[src/hw/rtl/dphh_pkg.sv]
// Shared types and constants for the lateral drive controller with heading hold.
package dphh_pkg;

  localparam int GAIN_FRAC_BITS = 8;

  localparam int REG_IDX_W  = 3;
  localparam int CFG_DATA_W = 24;

  typedef enum logic [REG_IDX_W-1:0] {
    REG_MAX_SPEED,
    REG_POS_TARGET,
    REG_HDG_TARGET,
    REG_DRIVE_KP,
    REG_DRIVE_KI,
    REG_DRIVE_KD,
    REG_HEADING_KP,
    REG_HEADING_KD
  } reg_idx_t;

  typedef struct packed {
    logic        [6:0]  max_speed;
    logic signed [23:0] position_target;
    logic signed [15:0] heading_target;
    logic        [15:0] drive_kp;
    logic        [15:0] drive_ki;
    logic        [15:0] drive_kd;
    logic        [15:0] heading_kp;
    logic        [15:0] heading_kd;
  } cfg_t;

  localparam logic [6:0]  MAX_SPEED_RST  = 7'd100;
  localparam logic [15:0] DRIVE_KP_RST   = 16'd38;
  localparam logic [15:0] DRIVE_KI_RST   = 16'd0;
  localparam logic [15:0] DRIVE_KD_RST   = 16'd294;
  localparam logic [15:0] HEADING_KP_RST = 16'd23;
  localparam logic [15:0] HEADING_KD_RST = 16'd4;

  localparam logic signed [25:0] INTEG_LIMIT = 26'sd4000;
  localparam logic signed [24:0] NEAR_BAND   = 25'sd20;
  localparam logic        [2:0]  NEAR_MAX    = 3'd7;
  localparam logic        [2:0]  SETTLE_CNT  = 3'd4;
  localparam logic signed [36:0] DRIVE_LIMIT = 37'sd100;

endpackage

[src/hw/rtl/dphh_regs.sv]
// Configuration register file: index decode, reset values.
module dphh_regs (
  input  logic                               clk,
  input  logic                               rst,
  input  logic                               cfg_we,
  input  logic [dphh_pkg::REG_IDX_W-1:0]     cfg_index,
  input  logic [dphh_pkg::CFG_DATA_W-1:0]    cfg_data,
  output dphh_pkg::cfg_t                     cfg
);

  always_ff @(posedge clk) begin
    if (rst) begin
      cfg.max_speed       <= dphh_pkg::MAX_SPEED_RST;
      cfg.position_target <= '0;
      cfg.heading_target  <= '0;
      cfg.drive_kp        <= dphh_pkg::DRIVE_KP_RST;
      cfg.drive_ki        <= dphh_pkg::DRIVE_KI_RST;
      cfg.drive_kd        <= dphh_pkg::DRIVE_KD_RST;
      cfg.heading_kp      <= dphh_pkg::HEADING_KP_RST;
      cfg.heading_kd      <= dphh_pkg::HEADING_KD_RST;
    end else if (cfg_we) begin
      case (dphh_pkg::reg_idx_t'(cfg_index))
        dphh_pkg::REG_MAX_SPEED:  cfg.max_speed       <= cfg_data[6:0];
        dphh_pkg::REG_POS_TARGET: cfg.position_target <= cfg_data[23:0];
        dphh_pkg::REG_HDG_TARGET: cfg.heading_target  <= cfg_data[15:0];
        dphh_pkg::REG_DRIVE_KP:   cfg.drive_kp        <= cfg_data[15:0];
        dphh_pkg::REG_DRIVE_KI:   cfg.drive_ki        <= cfg_data[15:0];
        dphh_pkg::REG_DRIVE_KD:   cfg.drive_kd        <= cfg_data[15:0];
        dphh_pkg::REG_HEADING_KP: cfg.heading_kp      <= cfg_data[15:0];
        dphh_pkg::REG_HEADING_KD: cfg.heading_kd      <= cfg_data[15:0];
        default: ;
      endcase
    end
  end

endmodule

[config.mk]
export PLATFORM = sky130hd
export DESIGN_NAME = dphh_regs
export DESIGN_NICKNAME = d
export VERILOG_FILES = /design/src/hw/rtl/dphh_pkg.sv /design/src/hw/rtl/dphh_regs.sv
export SDC_FILE = /design/constraint.sdc
export NUM_CORES = 1
export LEC_CHECK = 0
export BUFFER_PORTS_ARGS = -buffer_cell sky130_fd_sc_hd__buf_2
export CELL_PAD_IN_SITES_DETAIL_PLACEMENT = 1
export CELL_PAD_IN_SITES_GLOBAL_PLACEMENT = 2
export CORE_ASPECT_RATIO = 0.6
export CORE_MARGIN = 3
export CORE_UTILIZATION = 31
export DETAILED_ROUTE_END_ITERATION = 6
export GPL_TIMING_DRIVEN = 0
export PLACE_DENSITY_LB_ADDON = 0.1
export SYNTH_ARGS = -nofsm -noshare
export SYNTH_HDL_FRONTEND = slang
export SYNTH_SLANG_ARGS = --single-unit
export TNS_END_PERCENT = 30
[constraint.sdc]
create_clock -name clk -period 1.55 [get_ports clk]
set_clock_uncertainty 0.2 [all_clocks]
set_input_delay 0.2325 -clock clk [delete_from_list [all_inputs] [get_ports clk]]
set_output_delay 0.2325 -clock clk [all_outputs]
set_load 0.005 [all_outputs]
==> results.json <==
{
  "worst-r2r-setup-slack_ns": 0.69,
  "global_route_wire_length_before_repair_um": 25220,
  "syn2layout_area_growth_pct": 34.71,
  "drtAntennaViolNets": 0,
  "post_synth_inst_count": 459,
  "worstHoldPathType": "in -> reg",
  "ffs_latches_synth": 127,
  "worstSetupPathType": "in -> reg",
  "share_of_final_layout_standard_cells_stronger_than_drive_strength_1": 0.3162,
  "cts_tree": "built",
  "ys_top_cells_by_area": "dfxtp_1, mux2i_1, nand2b_1",
  "worstReg2RegEnd": "cfg[34]",
  "power_per_cell_area_nw_per_um2": 1152,
  "period_share": 0.9325,
  "cap_viol_max_count": 0,
  "path_clk_slew_ns": 0.06,
  "regArea_um2": 2542,
  "floorplan_die_width_um": 170.9,
  "synth-seq-area-share": 0.5027,
  "tightest_slew_ns": 0.5771,
  "run_status": "finished, final reports clean",
  "final_hold_viol_count": 0,
  "hold_start": "cfg_index[2]",
  "largest_register": "cfg",
  "drt_pass1_iterations": 5,
  "post-synth-top-area-fraction": 0.5027,
  "initial_utilization": 0.3235,
  "numClockSinks": 127,
  "netlist_cell_types": 17,
  "holdPathStages": 4,
  "cp-end-kind": "flip-flop",
  "grt_antenna_before_repair": 1,
  "start_kind": "primary input",
  "multi_input_area_um2": 2330,
  "globalRouteOverflowTotal": 0,
  "finalNetCount": 679,
  "routed-via-count": 3950,
  "core.rowCount": 35,
  "drv_slew": 0,
  "fill_cells": 1786,
  "synth_area_um2": 5057,
  "fp.dieArea_um2": 17930,
  "final.setup.worst_slack_ns": 0.1046,
  "placement.setup.worst_slack_ns": -0.3155,
  "viasPerCell": 4.572,
  "vias_in_the_first_global_route": 4237,
  "cp.arrival_ns": 1.51,
  "avgRoutedWirePerCell_um": 19.06,
  "numPortBuffers": 156,
  "synthesis.area_per_instance_um2": 11.02,
  "vdd.ir_drop.worst_mv": 0.5117,
  "tritoncts.num_buffers": 17,
  "drt_wl_total_um": 16470,
  "ctsRootBufferMaster": "clkbuf_16",
  "dp.final_hpwl_um": 12130,
  "number_of_diodes": 0,
  "final-setup-viol-count": 0,
  "worstPathRequired_ns": 1.61,
  "largest_reg_flops": 127,
  "setup_repair_after_global_routing_missed_its_margin": "no",
  "synth.largest_area_cell": "dfxtp_1",
  "fmax_mhz": 691.8,
  "min_delay_worst_endpoint": "cfg[112]",
  "synth.yosys.warnings": 0,
  "critPathMaxFanout": 10,
  "io_pins": 157,
  "drc_violation_count_after_routing": 0,
  "track_usage": 0.1877,
  "place.gp.congestion": 0.7539,
  "clock_latency_ns": 0.41,
  "top_regs": "cfg: 127 flops",
  "worst-r2r-cell-count": 2,
  "worst_slew_margin_rel": 0.6153,
  "timing.rr.start": "cfg[34]",
  "clock_tree.buffer_depth": 2,
  "first_iter_violations": 123,
  "min_period_ns": 1.445,
  "final.hold.worst_slack_ns": 0.06457,
  "chip_height_um": 104.9,
  "ctsHtreeMaxLevel": 4,
  "core_um2": 15630,
  "synthesis.nets": 489,
  "leakagePower_nw": 3.508,
  "grt_max_degree": 17
}
==> cells in the final DEF (no fill, tap or decap), types with 2 or more instances in the layout <==
cell type / count
buf_2: 166
nand2b_1: 136
mux2i_1: 127
dfxtp_1: 127
nor2_1: 22
clkbuf_1: 17
clkbuf_16: 17
dlygate4sd3_1: 15
clkinvlp_4: 5
buf_4: 4
clkinv_2: 4
buf_6: 3
nand4bb_1: 3
nand4b_1: 2
bufinv_16: 2
inv_6: 2
==> repair_timing <==
item | 4_1_cts | 5_1_grt
endpoints found under the hold margin | 22 | 0
gates resized for setup | 0 | 2
setup buffers | 0 | 0
endpoints found under the setup margin | 0 | 7
hold buffers | 15 | 0
==> through the flow <==
| stage | utilization | std cells | TNS [ns] | power [mW] | instance area [um^2] |
|---|---|---|---|---|---|
| after floorplan | - | 459 | 0 | 3.733 | 5057 |
| after global placement | 0.3897 | 818 | -22.20 | 3.964 | 6092 |
| after detailed placement | 0.3897 | 818 | -27.35 | 3.981 | 6092 |
| after CTS | 0.4357 | 864 | 0 | 7.943 | 6812 |
| after global routing | 0.4358 | 864 | 0 | 8.143 | 6813 |
| final | 0.4358 | 864 | 0 | 7.846 | 6813 |
==> power by group <==
| part | internal, mW | total (mW) | switching (mW) |
|---|---|---|---|
| combinational | 0.258 | 0.552 | 0.294 |
| clock | 2.36 | 3.91 | 1.56 |
| sequential | 3.34 | 3.38 | 0.0417 |
==> worst max-delay path, cell delays in order <==
cell,delay (ns)
buf_2,0.12
clkbuf_1,0.46
nand2b_1,0.53
mux2i_1,0.16
==> layout make-up <==
type	count	share of cell area
plain buffers	36	0.02736
clock buffers	17	0.06244
clock inverters	14	0.02112
multi-input cells	296	0.3420
flip-flops and latches	127	0.3732
well taps	203	0.03728
repair buffers	171	0.1366
==> cells by family after synthesis <==
logic type    count (synthesis)  synth area share
flops                       127            0.5027
mux                         127            0.2514
simple gates                169            0.2093
buf+inv                      36           0.03661
==> cell usage after synthesis <==
library cell and count:
and4b_1 1, clkbuf_1 18, nand4_2 1, buf_4 4, buf_1 1, buf_2 10, nand4b_2 1, dfxtp_1 127
nor4bb_1 1, nand2b_1 136, buf_6 3, and4bb_2 1, nand4bb_1 3, nand4b_1 2, nor2_1 22, or4b_4 1
mux2i_1 127
==> per-layer routing <==
layer,GRT usage,routed length [um],vias to the layer above
li1,-,-,1900
met1,0.2760,8516,1924
met2,0.2671,6851,109
met3,0.05595,933,15
met4,0.04707,161,2
met5,0,7,-
==> worst max-delay path by stage <==
stage                       from  endpoint  cells past startpoint
CTS                          rst   cfg[90]                      5
finish                       rst   cfg[90]                      4
global route                 rst   cfg[25]                      4
floorplan           cfg_index[0]  cfg[122]                      4
global placement             rst   cfg[81]                      5
detailed placement           rst   cfg[89]                      5
Note: power is estimated with default switching activity, not from simulation.
